**config.mk**
```make
export PLATFORM = sky130hd
export DESIGN_NAME = sha256_stream_hasher
export DESIGN_NICKNAME = d
export VERILOG_FILES = /design/src/sv/sha256_pkg.sv /design/src/sv/sha256_packer.sv /design/src/sv/sha256_cmd_queue.sv /design/src/sv/sha256_core.sv /design/src/sv/sha256_stream_hasher.sv
export SDC_FILE = /design/constraint.sdc
export NUM_CORES = 2
export LEC_CHECK = 0
export BUFFER_PORTS_ARGS = -buffer_cell sky130_fd_sc_hd__buf_2
export CAP_MARGIN = 10
export CORE_ASPECT_RATIO = 0.75
export CORE_MARGIN = 3
export CORE_UTILIZATION = 35
export CTS_CLUSTER_DIAMETER = 30
export DETAILED_ROUTE_END_ITERATION = 8
export SYNTH_ARGS = -nofsm -noshare
export SYNTH_HDL_FRONTEND = slang
export SYNTH_HIERARCHICAL = 1
export SYNTH_SLANG_ARGS = --single-unit
```
**constraint.sdc**
```tcl
create_clock -name clk -period 38.4 [get_ports clk]
set_clock_uncertainty 0.05 [all_clocks]
set_input_delay 5.76 -clock clk [delete_from_list [all_inputs] [get_ports clk]]
set_output_delay 5.76 -clock clk [all_outputs]
set_load 0.05 [all_outputs]
```
**src/sv/sha256_pkg.sv**
```systemverilog
// Shared types, constants and round functions for the SHA-256 stream hasher.
`default_nettype none
package sha256_pkg;

	typedef struct packed {
		logic [7:0] data_byte;
		logic       has_byte;
		logic       last_byte;
	} in_item_t;

	typedef struct packed {
		logic [31:0] digest_word;
		logic [2:0]  word_index;
		logic        last_word;
	} out_item_t;

	// Command from the byte packer to the compression engine.
	typedef enum logic [1:0] {
		CMD_BLOCK  = 2'd0,
		CMD_FINAL  = 2'd1
	} cmd_kind_t;

	typedef struct packed {
		cmd_kind_t    kind;
		logic [511:0] block;
	} cmd_t;

	typedef enum logic [1:0] {
		ST_IDLE  = 2'd0,
		ST_ROUND = 2'd1,
		ST_ADD   = 2'd2,
		ST_EMIT  = 2'd3
	} core_state_t;

	typedef enum logic [1:0] {
		PK_TAKE  = 2'd0,
		PK_PAD   = 2'd1,
		PK_LEN   = 2'd2
	} pack_state_t;

	localparam int unsigned CmdQueueDepth = 2;

	localparam logic [255:0] INIT_H = {
		32'h6a09e667, 32'hbb67ae85, 32'h3c6ef372, 32'ha54ff53a,
		32'h510e527f, 32'h9b05688c, 32'h1f83d9ab, 32'h5be0cd19};

	function automatic logic [31:0] round_k(input logic [5:0] r);
		logic [31:0] k;
		case (r)
			6'd0: k = 32'h428a2f98; 6'd1: k = 32'h71374491; 6'd2: k = 32'hb5c0fbcf;
			6'd3: k = 32'he9b5dba5; 6'd4: k = 32'h3956c25b; 6'd5: k = 32'h59f111f1;
			6'd6: k = 32'h923f82a4; 6'd7: k = 32'hab1c5ed5; 6'd8: k = 32'hd807aa98;
			6'd9: k = 32'h12835b01; 6'd10: k = 32'h243185be; 6'd11: k = 32'h550c7dc3;
			6'd12: k = 32'h72be5d74; 6'd13: k = 32'h80deb1fe; 6'd14: k = 32'h9bdc06a7;
			6'd15: k = 32'hc19bf174; 6'd16: k = 32'he49b69c1; 6'd17: k = 32'hefbe4786;
			6'd18: k = 32'h0fc19dc6; 6'd19: k = 32'h240ca1cc; 6'd20: k = 32'h2de92c6f;
			6'd21: k = 32'h4a7484aa; 6'd22: k = 32'h5cb0a9dc; 6'd23: k = 32'h76f988da;
			6'd24: k = 32'h983e5152; 6'd25: k = 32'ha831c66d; 6'd26: k = 32'hb00327c8;
			6'd27: k = 32'hbf597fc7; 6'd28: k = 32'hc6e00bf3; 6'd29: k = 32'hd5a79147;
			6'd30: k = 32'h06ca6351; 6'd31: k = 32'h14292967; 6'd32: k = 32'h27b70a85;
			6'd33: k = 32'h2e1b2138; 6'd34: k = 32'h4d2c6dfc; 6'd35: k = 32'h53380d13;
			6'd36: k = 32'h650a7354; 6'd37: k = 32'h766a0abb; 6'd38: k = 32'h81c2c92e;
			6'd39: k = 32'h92722c85; 6'd40: k = 32'ha2bfe8a1; 6'd41: k = 32'ha81a664b;
			6'd42: k = 32'hc24b8b70; 6'd43: k = 32'hc76c51a3; 6'd44: k = 32'hd192e819;
			6'd45: k = 32'hd6990624; 6'd46: k = 32'hf40e3585; 6'd47: k = 32'h106aa070;
			6'd48: k = 32'h19a4c116; 6'd49: k = 32'h1e376c08; 6'd50: k = 32'h2748774c;
			6'd51: k = 32'h34b0bcb5; 6'd52: k = 32'h391c0cb3; 6'd53: k = 32'h4ed8aa4a;
			6'd54: k = 32'h5b9cca4f; 6'd55: k = 32'h682e6ff3; 6'd56: k = 32'h748f82ee;
			6'd57: k = 32'h78a5636f; 6'd58: k = 32'h84c87814; 6'd59: k = 32'h8cc70208;
			6'd60: k = 32'h90befffa; 6'd61: k = 32'ha4506ceb; 6'd62: k = 32'hbef9a3f7;
			default: k = 32'hc67178f2;
		endcase
		return k;
	endfunction

	function automatic logic [31:0] rotr(input logic [31:0] x, input int unsigned n);
		return (x >> n) | (x << (32 - n));
	endfunction

endpackage
`default_nettype wire

```
**src/sv/sha256_packer.sv**
```systemverilog
// Front end: packs message bytes into blocks and appends the padding and length.
`default_nettype none
module sha256_packer (
	input  wire logic                 clk,
	input  wire logic                 arst_n,
	input  wire logic                 push,
	output logic                      full,
	input  wire sha256_pkg::in_item_t in_item,
	output logic                      cmd_valid,
	input  wire logic                 cmd_ready,
	output sha256_pkg::cmd_t          cmd
);
	import sha256_pkg::*;

	pack_state_t  state_q, state_d;
	logic [511:0] block_q;
	logic [5:0]   fill_q;
	logic [60:0]  msg_bytes_q;
	logic         last_pend_q;

	logic         byte_take;
	logic [7:0]   byte_val;
	logic         block_done;
	logic [63:0]  bit_len;

	assign bit_len = {msg_bytes_q, 3'b000};
	// A block leaves when its 64th byte lands; the packer stalls if the queue is full.
	assign block_done = byte_take && (fill_q == 6'd63);

	always_comb begin
		state_d   = state_q;
		full      = 1'b1;
		byte_take = 1'b0;
		byte_val  = 8'h00;
		cmd_valid = 1'b0;
		cmd.kind  = CMD_BLOCK;
		cmd.block = block_q;
		unique case (state_q)
			PK_TAKE: begin
				full = (fill_q == 6'd63) && !cmd_ready;
				if (push && !full && in_item.has_byte) begin
					byte_take = 1'b1;
					byte_val  = in_item.data_byte;
				end
				if (push && !full && in_item.last_byte)
					state_d = PK_PAD;
			end
			PK_PAD: begin
				// First padding byte is 0x80, the rest zero until byte 56.
				if (fill_q != 6'd56 || last_pend_q) begin
					if (!(fill_q == 6'd63 && !cmd_ready)) begin
						byte_take = 1'b1;
						byte_val  = last_pend_q ? 8'h80 : 8'h00;
					end
				end else begin
					state_d = PK_LEN;
				end
			end
			PK_LEN: begin
				cmd_valid = 1'b1;
				cmd.kind  = CMD_FINAL;
				cmd.block = {block_q[511:64], bit_len};
				if (cmd_ready)
					state_d = PK_TAKE;
			end
			default: state_d = PK_TAKE;
		endcase
		if (block_done) begin
			cmd_valid = 1'b1;
			cmd.kind  = CMD_BLOCK;
			cmd.block = {block_q[511:8], byte_val};
		end
	end

	always_ff @(posedge clk or negedge arst_n) begin
		if (!arst_n) begin
			state_q     <= PK_TAKE;
			fill_q      <= '0;
			msg_bytes_q <= '0;
			last_pend_q <= 1'b0;
		end else begin
			state_q <= state_d;
			if (byte_take)
				fill_q <= fill_q + 6'd1;
			if (state_q == PK_TAKE && byte_take)
				msg_bytes_q <= msg_bytes_q + 61'd1;
			if (state_q == PK_TAKE && push && !full && in_item.last_byte)
				last_pend_q <= 1'b1;
			else if (state_q == PK_PAD && byte_take)
				last_pend_q <= 1'b0;
			if (state_q == PK_LEN && cmd_ready) begin
				fill_q      <= '0;
				msg_bytes_q <= '0;
			end
		end
	end

	always_ff @(posedge clk) begin
		if (byte_take)
			block_q[(6'd63 - fill_q) * 8 +: 8] <= byte_val;
	end

	assert property (@(posedge clk) disable iff (!arst_n)
		state_q == PK_LEN |-> fill_q == 6'd56)
		else $error("length block issued at wrong fill");
	assert property (@(posedge clk) disable iff (!arst_n)
		block_done |-> cmd_ready)
		else $error("block completed while queue full");
	assert property (@(posedge clk) disable iff (!arst_n)
		state_q != PK_TAKE |-> full)
		else $error("input open during padding");
endmodule
`default_nettype wire

```
**src/sv/sha256_cmd_queue.sv**
```systemverilog
// Short command queue between the packer and the compression engine.
`default_nettype none
module sha256_cmd_queue #(
	parameter int unsigned Depth = sha256_pkg::CmdQueueDepth
) (
	input  wire logic             clk,
	input  wire logic             arst_n,
	input  wire logic             wr_valid,
	output logic                  wr_ready,
	input  wire sha256_pkg::cmd_t wr_data,
	output logic                  rd_valid,
	input  wire logic             rd_ready,
	output sha256_pkg::cmd_t      rd_data
);
	import sha256_pkg::*;

	localparam int unsigned AW = (Depth > 1) ? $clog2(Depth) : 1;

	cmd_t          mem_q [Depth];
	logic [AW-1:0] wptr_q, rptr_q;
	logic [AW:0]   count_q;
	logic          do_wr, do_rd;

	assign wr_ready = (count_q != (AW+1)'(Depth));
	assign rd_valid = (count_q != '0);
	assign rd_data  = mem_q[rptr_q];
	assign do_wr    = wr_valid && wr_ready;
	assign do_rd    = rd_valid && rd_ready;

	function automatic logic [AW-1:0] bump(input logic [AW-1:0] p);
		return (p == AW'(Depth - 1)) ? '0 : p + AW'(1);
	endfunction

	always_ff @(posedge clk or negedge arst_n) begin
		if (!arst_n) begin
			wptr_q  <= '0;
			rptr_q  <= '0;
			count_q <= '0;
		end else begin
			if (do_wr)
				wptr_q <= bump(wptr_q);
			if (do_rd)
				rptr_q <= bump(rptr_q);
			count_q <= count_q + (AW+1)'(do_wr) - (AW+1)'(do_rd);
		end
	end

	always_ff @(posedge clk) begin
		if (do_wr)
			mem_q[wptr_q] <= wr_data;
	end

	assert property (@(posedge clk) disable iff (!arst_n)
		count_q <= (AW+1)'(Depth))
		else $error("queue overflow");
	assert property (@(posedge clk) disable iff (!arst_n)
		(count_q == '0) |-> !do_rd)
		else $error("read from empty queue");
	assert property (@(posedge clk) disable iff (!arst_n)
		do_wr && !do_rd |=> count_q == $past(count_q) + (AW+1)'(1))
		else $error("count lost a write");
endmodule
`default_nettype wire

```
**src/sv/sha256_core.sv**
```systemverilog
// Back end: 64-round compression, chaining update and digest output register.
`default_nettype none
module sha256_core (
	input  wire logic                  clk,
	input  wire logic                  arst_n,
	input  wire logic                  cmd_valid,
	output logic                       cmd_ready,
	input  wire sha256_pkg::cmd_t      cmd,
	output logic                       empty,
	input  wire logic                  pop,
	output sha256_pkg::out_item_t      out_item
);
	import sha256_pkg::*;

	core_state_t  state_q, state_d;
	logic [31:0]  w_q [16];
	logic [31:0]  h_q [8];
	logic [31:0]  v_q [8];
	logic [5:0]   round_q;
	logic         final_q;
	logic [2:0]   emit_q;

	logic [31:0]  w_cur, w_new, s0, s1, t1, t2, ch, maj, se, sa;

	always_comb begin
		s0    = rotr(w_q[1], 7) ^ rotr(w_q[1], 18) ^ (w_q[1] >> 3);
		s1    = rotr(w_q[14], 17) ^ rotr(w_q[14], 19) ^ (w_q[14] >> 10);
		w_new = w_q[0] + s0 + w_q[9] + s1;
		// The window slides each round; rounds 0..15 read slot 0, later ones use w_new.
		w_cur = (round_q < 6'd16) ? w_q[0] : w_new;
		se    = rotr(v_q[4], 6) ^ rotr(v_q[4], 11) ^ rotr(v_q[4], 25);
		sa    = rotr(v_q[0], 2) ^ rotr(v_q[0], 13) ^ rotr(v_q[0], 22);
		ch    = (v_q[4] & v_q[5]) ^ (~v_q[4] & v_q[6]);
		maj   = (v_q[0] & v_q[1]) ^ (v_q[0] & v_q[2]) ^ (v_q[1] & v_q[2]);
		t1    = v_q[7] + se + ch + round_k(round_q) + w_cur;
		t2    = sa + maj;
	end

	always_comb begin
		state_d   = state_q;
		cmd_ready = 1'b0;
		empty     = 1'b1;
		unique case (state_q)
			ST_IDLE: begin
				cmd_ready = 1'b1;
				if (cmd_valid)
					state_d = ST_ROUND;
			end
			ST_ROUND: if (round_q == 6'd63) state_d = ST_ADD;
			ST_ADD:   state_d = final_q ? ST_EMIT : ST_IDLE;
			ST_EMIT: begin
				empty = 1'b0;
				if (pop && emit_q == 3'd7)
					state_d = ST_IDLE;
			end
			default: state_d = ST_IDLE;
		endcase
	end

	always_ff @(posedge clk or negedge arst_n) begin
		if (!arst_n) begin
			state_q <= ST_IDLE;
			round_q <= '0;
			emit_q  <= '0;
			final_q <= 1'b0;
			for (int i = 0; i < 8; i++)
				h_q[i] <= INIT_H[(7 - i) * 32 +: 32];
		end else begin
			state_q <= state_d;
			if (state_q == ST_IDLE && cmd_valid) begin
				final_q <= (cmd.kind == CMD_FINAL);
				round_q <= '0;
			end
			if (state_q == ST_ROUND)
				round_q <= round_q + 6'd1;
			if (state_q == ST_ADD) begin
				for (int i = 0; i < 8; i++)
					h_q[i] <= h_q[i] + v_q[i];
				emit_q <= '0;
			end
			if (state_q == ST_EMIT && pop) begin
				emit_q <= emit_q + 3'd1;
				if (emit_q == 3'd7)
					for (int i = 0; i < 8; i++)
						h_q[i] <= INIT_H[(7 - i) * 32 +: 32];
			end
		end
	end

	always_ff @(posedge clk) begin
		if (state_q == ST_IDLE && cmd_valid) begin
			for (int i = 0; i < 16; i++)
				w_q[i] <= cmd.block[(15 - i) * 32 +: 32];
			for (int i = 0; i < 8; i++)
				v_q[i] <= h_q[i];
		end else if (state_q == ST_ROUND) begin
			for (int i = 0; i < 15; i++)
				w_q[i] <= w_q[i + 1];
			w_q[15] <= w_cur;
			v_q[7] <= v_q[6];
			v_q[6] <= v_q[5];
			v_q[5] <= v_q[4];
			v_q[4] <= v_q[3] + t1;
			v_q[3] <= v_q[2];
			v_q[2] <= v_q[1];
			v_q[1] <= v_q[0];
			v_q[0] <= t1 + t2;
		end
	end

	assign out_item.digest_word = h_q[emit_q];
	assign out_item.word_index  = emit_q;
	assign out_item.last_word   = (emit_q == 3'd7);

	assert property (@(posedge clk) disable iff (!arst_n)
		state_q == ST_ADD |-> round_q == 6'd0)
		else $error("round counter out of step");
	assert property (@(posedge clk) disable iff (!arst_n)
		!empty |-> final_q)
		else $error("digest shown for a non-final block");
	assert property (@(posedge clk) disable iff (!arst_n)
		cmd_ready |-> empty)
		else $error("command taken during digest output");
endmodule
`default_nettype wire

```
**src/sv/sha256_stream_hasher.sv**
```systemverilog
// Top level of the SHA-256 stream hasher.
// Input channel (push/full): one in_item per transfer carrying a message byte
// (has_byte), and last_byte to close the message. A transfer with last_byte set
// and has_byte clear ends the message without a byte; with no earlier bytes it
// hashes the empty message.
// Output channel (empty/pop): after a message ends, eight digest words appear,
// most significant first, word_index 0..7, last_word set on the eighth.
// Bytes are taken one per cycle while full is low. Each full 64-byte block
// goes through a short command queue to the compression engine, which loads
// it, runs the 64 rounds and then the chaining add; this engine sets the
// sustained rate, and the padding blocks at message end come on top of it.
// Padding is inserted one byte per cycle with full held high; full also rises
// and padding pauses when the 64th byte of a block is due and the queue is full.
// With the engine idle, the first digest word appears once the final block, which
// holds the length, has been compressed and added; the padding needs one more
// block when k, the message bytes in the final block, is 56 or more.
// The digest is held until all eight words are popped; a stalled receiver
// stalls the engine and, once the queue fills, the input.
// Reset clears all control state and loads the standard initial hash values.
`default_nettype none
module sha256_stream_hasher #(
	parameter int unsigned QueueDepth = sha256_pkg::CmdQueueDepth
) (
	input  wire logic                  clk,
	input  wire logic                  arst_n,
	input  wire logic                  push,
	output logic                       full,
	input  wire sha256_pkg::in_item_t  in_item,
	output logic                       empty,
	input  wire logic                  pop,
	output sha256_pkg::out_item_t      out_item
);
	import sha256_pkg::*;

	logic pk_valid, pk_ready, q_valid, q_ready;
	cmd_t pk_cmd, q_cmd;

	sha256_packer u_packer (
		.clk, .arst_n, .push, .full, .in_item,
		.cmd_valid(pk_valid), .cmd_ready(pk_ready), .cmd(pk_cmd));

	sha256_cmd_queue #(.Depth(QueueDepth)) u_queue (
		.clk, .arst_n,
		.wr_valid(pk_valid), .wr_ready(pk_ready), .wr_data(pk_cmd),
		.rd_valid(q_valid), .rd_ready(q_ready), .rd_data(q_cmd));

	sha256_core u_core (
		.clk, .arst_n,
		.cmd_valid(q_valid), .cmd_ready(q_ready), .cmd(q_cmd),
		.empty, .pop, .out_item);
endmodule
`default_nettype wire
```
* Yosys cells after proc, flatten, opt, wreduce, memory -nomap -nowiden *
Memories as Yosys holds them, arrays and structs flattened.
Index checks and enable logic that the tools add are counted.

operators by class
  add/sub/neg operators = 28
  $mul = 0
  divide/modulo/power cells = 0
  $lt $le $gt $ge = 2
  equal/unequal tests = 17
  shifts and indexed selects = 2
  muxes and demuxes = 76
  bitwise gates (word level) = 52
  reduce and logical (&&, ||, !) cells = 30

operators with widths
  cell                        number
  $mux W513                   2
  $mux W32                    27
  $mux W256                   3
  $add A32 B32 Y32            18
  $bwmux W512                 1
  $shift A8 B34 Y512 const A  1
  $shiftx A8 B34 Y512         1
  $xor A32 B32 Y32            9
  $and A32 B32 Y32            5
  $mux W61                    2
  $bmux W32 S3                1
  $add A61 B1 Y61 const B     1
  $neg A32 Y34                1
  $mux W8                     4
  $not A32 Y32                1
  $or A10 B32 Y32             1
  $or A13 B32 Y32             1
  $or A14 B32 Y32             1
  $or A15 B32 Y32             1
  $or A19 B32 Y32             1
  $or A21 B32 Y32             1
  $or A25 B32 Y32             1
  $or A26 B32 Y32             1
  $or A30 B32 Y32             1
  34 further kinds            121

storage, ports and cells
  flip-flop bits (word level) = 854
  bits in latches = 0
  memory bits (writable) = 1794
  ROM bits = 2048
  input port bits = 14
  output and inout bits = 38
  logic and storage cells = 231
  memories kept = 4

memory list
  name              words  bits a word  read ports  clocked after memory_dff  wr ports  RTL line                source
  (name not given)  64     32           1           0                         0         sha256_pkg.sv:49        case (r)
  u_queue.mem_q     2      513          1           0                         1         sha256_cmd_queue.sv:19  cmd_t mem_q [Depth];
  u_core.w_q        16     32           16          0                         16        sha256_core.sv:16       logic [31:0] w_q [16];
  u_core.v_q        8      32           8           0                         8         sha256_core.sv:18       logic [31:0] v_q [8];

* Depth between registers and ports, before layout *
  depth after elaboration = 13
  depth in mapped cells = 45
  gate-level depth less buffers = 45

* Modules after synthesis *
The synthesis kept the hierarchy.

modules (own cells, without submodules)
  module            instances  cells each  area an instance (um2)  seq. area each (um2)
  sha256_core       1          8211        73239.0                 29938.7
  sha256_cmd_queue  1          1621        38722.1                 30969.7
  sha256_packer     1          2402        26669.3                 17126.4

* Worst setup path before layout *
Ideal clock, no wire load.

  path type = in2reg
  start = input port in_item[1] in the netlist's numbering
  end = memory u_queue/mem_q[0][0] in the netlist's numbering, enable pin
  setup time = 1402 ps
  data arrival time = 28053 ps
  required time = 36948 ps
  slack = 8895 ps
  stages = 8
  buffers on the path = 1
  path through = a21oi_1 > a41oi_1 > and2_1 > buf_2 > a21oi_1 > inv_1 > nand2_1 > nor2_1

on the way
  word-level cells in the longest chain between the ends = 8

ends and longest elaborated chain
  what                           RTL line                    source
  from (decl)                    sha256_stream_hasher.sv:28  input wire sha256_pkg::in_item_t in_item,
  $logic_and A1 B1 Y1            sha256_packer.sv:41         if (push && !full && in_item.has_byte) begin
  $mux W1                        sha256_packer.sv:41
  $pmux W1 S2                    sha256_packer.sv:38         unique case (state_q)
  $logic_and A1 B1 Y1            sha256_packer.sv:28         assign block_done = byte_take && (fill_q == 6'd63);
  $mux W1                        sha256_packer.sv:68         if (block_done) begin
  named net pk_valid             sha256_stream_hasher.sv:35  logic pk_valid, pk_ready, q_valid, q_ready;
  $logic_and A1 B1 Y1            sha256_cmd_queue.sv:27      assign do_wr = wr_valid && wr_ready;
  $mux W1                        sha256_cmd_queue.sv:49      if (do_wr)
  $mux W1 (not written as such)  sha256_cmd_queue.sv:50      mem_q[wptr_q] <= wr_data;
  to (decl)                      sha256_cmd_queue.sv:19

The timed path passes the listed nets, and every way through them passes these cells.

==> flow_summary.toml <==
[status]
status = "finished with violations"
violations = "max-slew violations"

[sta]
min_period_ns = 11.47
fmax_mhz = 87.2
relSlewSlack_pct = -6.22
setup_viol_count_final = 0
hold_viol = 0
grt_setup_unrepaired = "no"
fin_ws_ns = 26.93
timing.final.crit_share_pct = 29.9
slew_violations = 34
tns_ns = 0
worst_pin_slew_ns = 1.59

[placement]
dp_hpwl_mm = 298
place.gp.congestion = 0.961
dp_slack_ns = 26.13
io_buffers = 51

[clock_network]
clock_path_buffers = 4
clk_latency_ns = 1.05
cts_root_buffer = "clkbuf_16"
cts_max_level = 5
cts.hold.buffers_added = 0
cts_tree = "done"
path_clk_slew_ns = 0.06
clock-sinks = 2650
postCtsSetupBuffers = 0
numCtsBuffers = 459
ctsResizeCount = 0

[synthesis]
yosys_warnings = 6
syn_area_per_cell_um2 = 11.3
async_reset_ff_share_pct = 12.9
syn_inst = 12234
yosys.area.top_type = "edfxtp_1"
synth_edf_count = 2308
synth-seq-area-share_pct = 56.3
synth_top_area_share_pct = 50.0
synth_area_leaders = "edfxtp_1, nand2_1, mux2_4, dfrtp_1, ha_1"
synth.distinct_cells = 102
syn_nets = 12843
synth_seq_cells = 2650
synth_ff_type = "edfxtp_1"
syn_area_mm2 = 0.139

[worst_setup_path]
crit_top_cell = "fa_1"
critical_path_required_ns = 39.03
critPathMaxStageDelay_ns = 0.52
critPathLaunchType = "flop"
worstPathMaxFanout = 6
end_kind = "flop"
ff2ff_path_depth = 39
arrival_ns = 12.10
crit_path_top_delay_cell = "fa_1"
crit_type = "flop to flop"

[global_routing]
grt_max_degree = 171
grt_usage_pct = 20.8
grt_pass1_vias = 87420
overflow = 0
antenna_found_initial = 17
grt_pass1_wl_mm = 622

[routing]
drt_iter0_markers = 12209
wl_mm = 433
wl_per_cell_um = 24.7
drt_first_pass_iters = 6
route.detailed.drc = 0
ant_nets = 0
via_per_inst = 5.35
vias = 93792

[die]
dieWidth_um = 733
num_rows = 199
io_pins = 52
start_util_pct = 35.3
coreArea_mm2 = 0.393
die_area_mm2 = 0.404
die_h_um = 551

[cells_and_area]
fillers = 36944
syn_to_final_growth_pct = 13.6
utilization_pct = 40.1
drive_gt1_share_pct = 14.9
num-nets-final = 12492

[min_path]
holdPathStages = 0
hold_path.class = "flop to flop"

[run]
maxCapViolCount = 0
## synth_stat cells (69+ instances only)
library cell / instances
a21o_1: 196
a21oi_1: 552
buf_4: 451
clkbuf_1: 475
dfrtp_1: 206
dfstp_2: 136
edfxtp_1: 2308
fa_1: 195
ha_1: 400
inv_1: 455
mux2_2: 168
mux2_4: 350
mux4_2: 72
nand2_1: 2880
nand3_1: 174
nor2_1: 883
nor3_1: 122
o211ai_1: 121
o21a_1: 69
o21ai_0: 448
xnor2_1: 369
xor2_1: 184
## per-layer routing
layer	GRT usage [%]	vias up	part of all wire [%]
met2	28.5	4463	40
met4	4.47	4	2.0
met5	0	-	0.0037
li1	-	41844	-
met3	5.07	530	11
met1	32.6	46951	47
## state kept, by name, indices dropped and copies added, names as in the netlist, 2 cells and up
signal / flops
u_queue/mem_q: 1028
u_core/state_q: 2
u_core/emit_q: 3
u_packer/fill_q: 6
u_core/h_q: 256
u_packer/state_q: 2
u_queue/count_q: 2
u_packer/msg_bytes_q: 61
u_packer/block_q: 512
u_core/w_q: 512
u_core/v_q: 256
u_core/round_q: 6
## cell type report
| class | instances | area (um2) | share of cell area, % |
|---|---|---|---|
| antenna | 6 | 15.0 | 0.00954 |
| clock buffer | 528 | 12200 | 7.72 |
| clock inverter | 337 | 4180 | 2.66 |
| inverter | 459 | 1730 | 1.10 |
| multi-input combinational | 8082 | 53100 | 33.7 |
| sequential | 2650 | 78100 | 49.6 |
| tap | 5226 | 6540 | 4.15 |
| timing repair buffer | 231 | 1730 | 1.10 |
## per-stage QoR
| step | hold slack, ns | area (um2) | cells |
|---|---|---|---|
| 2_1_floorplan | 0.410 | 139000 | 12234 |
| 3_3_place_gp | 0.371 | 141000 | 16647 |
| 3_5_place_dp | 0.379 | 141000 | 16647 |
| 4_1_cts | 0.258 | 157000 | 17512 |
| 5_1_grt | 0.264 | 157000 | 17513 |
| 6_report | 0.271 | 157000 | 17519 |
## critical path, delay by kind of cell (launching register included)
| family | cells | cell delay, ns |
|---|---|---|
| compound gates | 13 | 3.33 |
| simple gates | 7 | 1.33 |
| fa+ha+maj | 10 | 4.28 |
| flops | 1 | 0.51 |
| buf+inv | 3 | 0.17 |
| xor+xnor | 5 | 0.99 |
| mux | 1 | 0.42 |
## placed cells by master, fill, tap and decap left out, types with 121 or more instances in the layout
cell type / n
fa_1: 195
dfstp_2: 136
clkbuf_16: 467
xor2_1: 184
dfrtp_1: 201
nand2_1: 2867
a21oi_1: 552
inv_1: 453
xnor2_1: 369
o21ai_0: 443
mux2_4: 350
nor2_1: 875
ha_1: 400
mux2_2: 168
a21o_1: 196
nand3_1: 174
edfxtp_1: 2308
o211ai_1: 121
buf_4: 171
## worst paths after layout
path / startpoint / to / slack (ns)
hold / removal: u_packer/block_q[336] / u_queue/mem_q[0][336] / 0.27
setup reg to reg: u_core/w_q[0][51] / u_core/v_q[0][31] / 26.93
max in group asynchronous: arst_n / u_core/round_q[3] / 31.36
min in group asynchronous: arst_n / u_core/h_q[162] / 4.66
hold reg to reg: u_packer/block_q[336] / u_queue/mem_q[0][336] / 0.27
setup / recovery: u_core/w_q[0][51] / u_core/v_q[0][31] / 26.93
## kinds of logic after synthesis
logic type,after synthesis,synth area share [%]
buffers and inverters,1502,5.54
muxes,647,6.74
other,1,0.00271
AOI/OAI and AO/OA,1805,8.14
adders and majority gates,599,6.45
DFF,2650,56.3
xor gates and xnor gates,554,3.51
and+or+nand+nor,4476,13.3
Power is not shown: default switching activity piles up to over one toggle a cycle in this logic, so the estimate is an artifact.
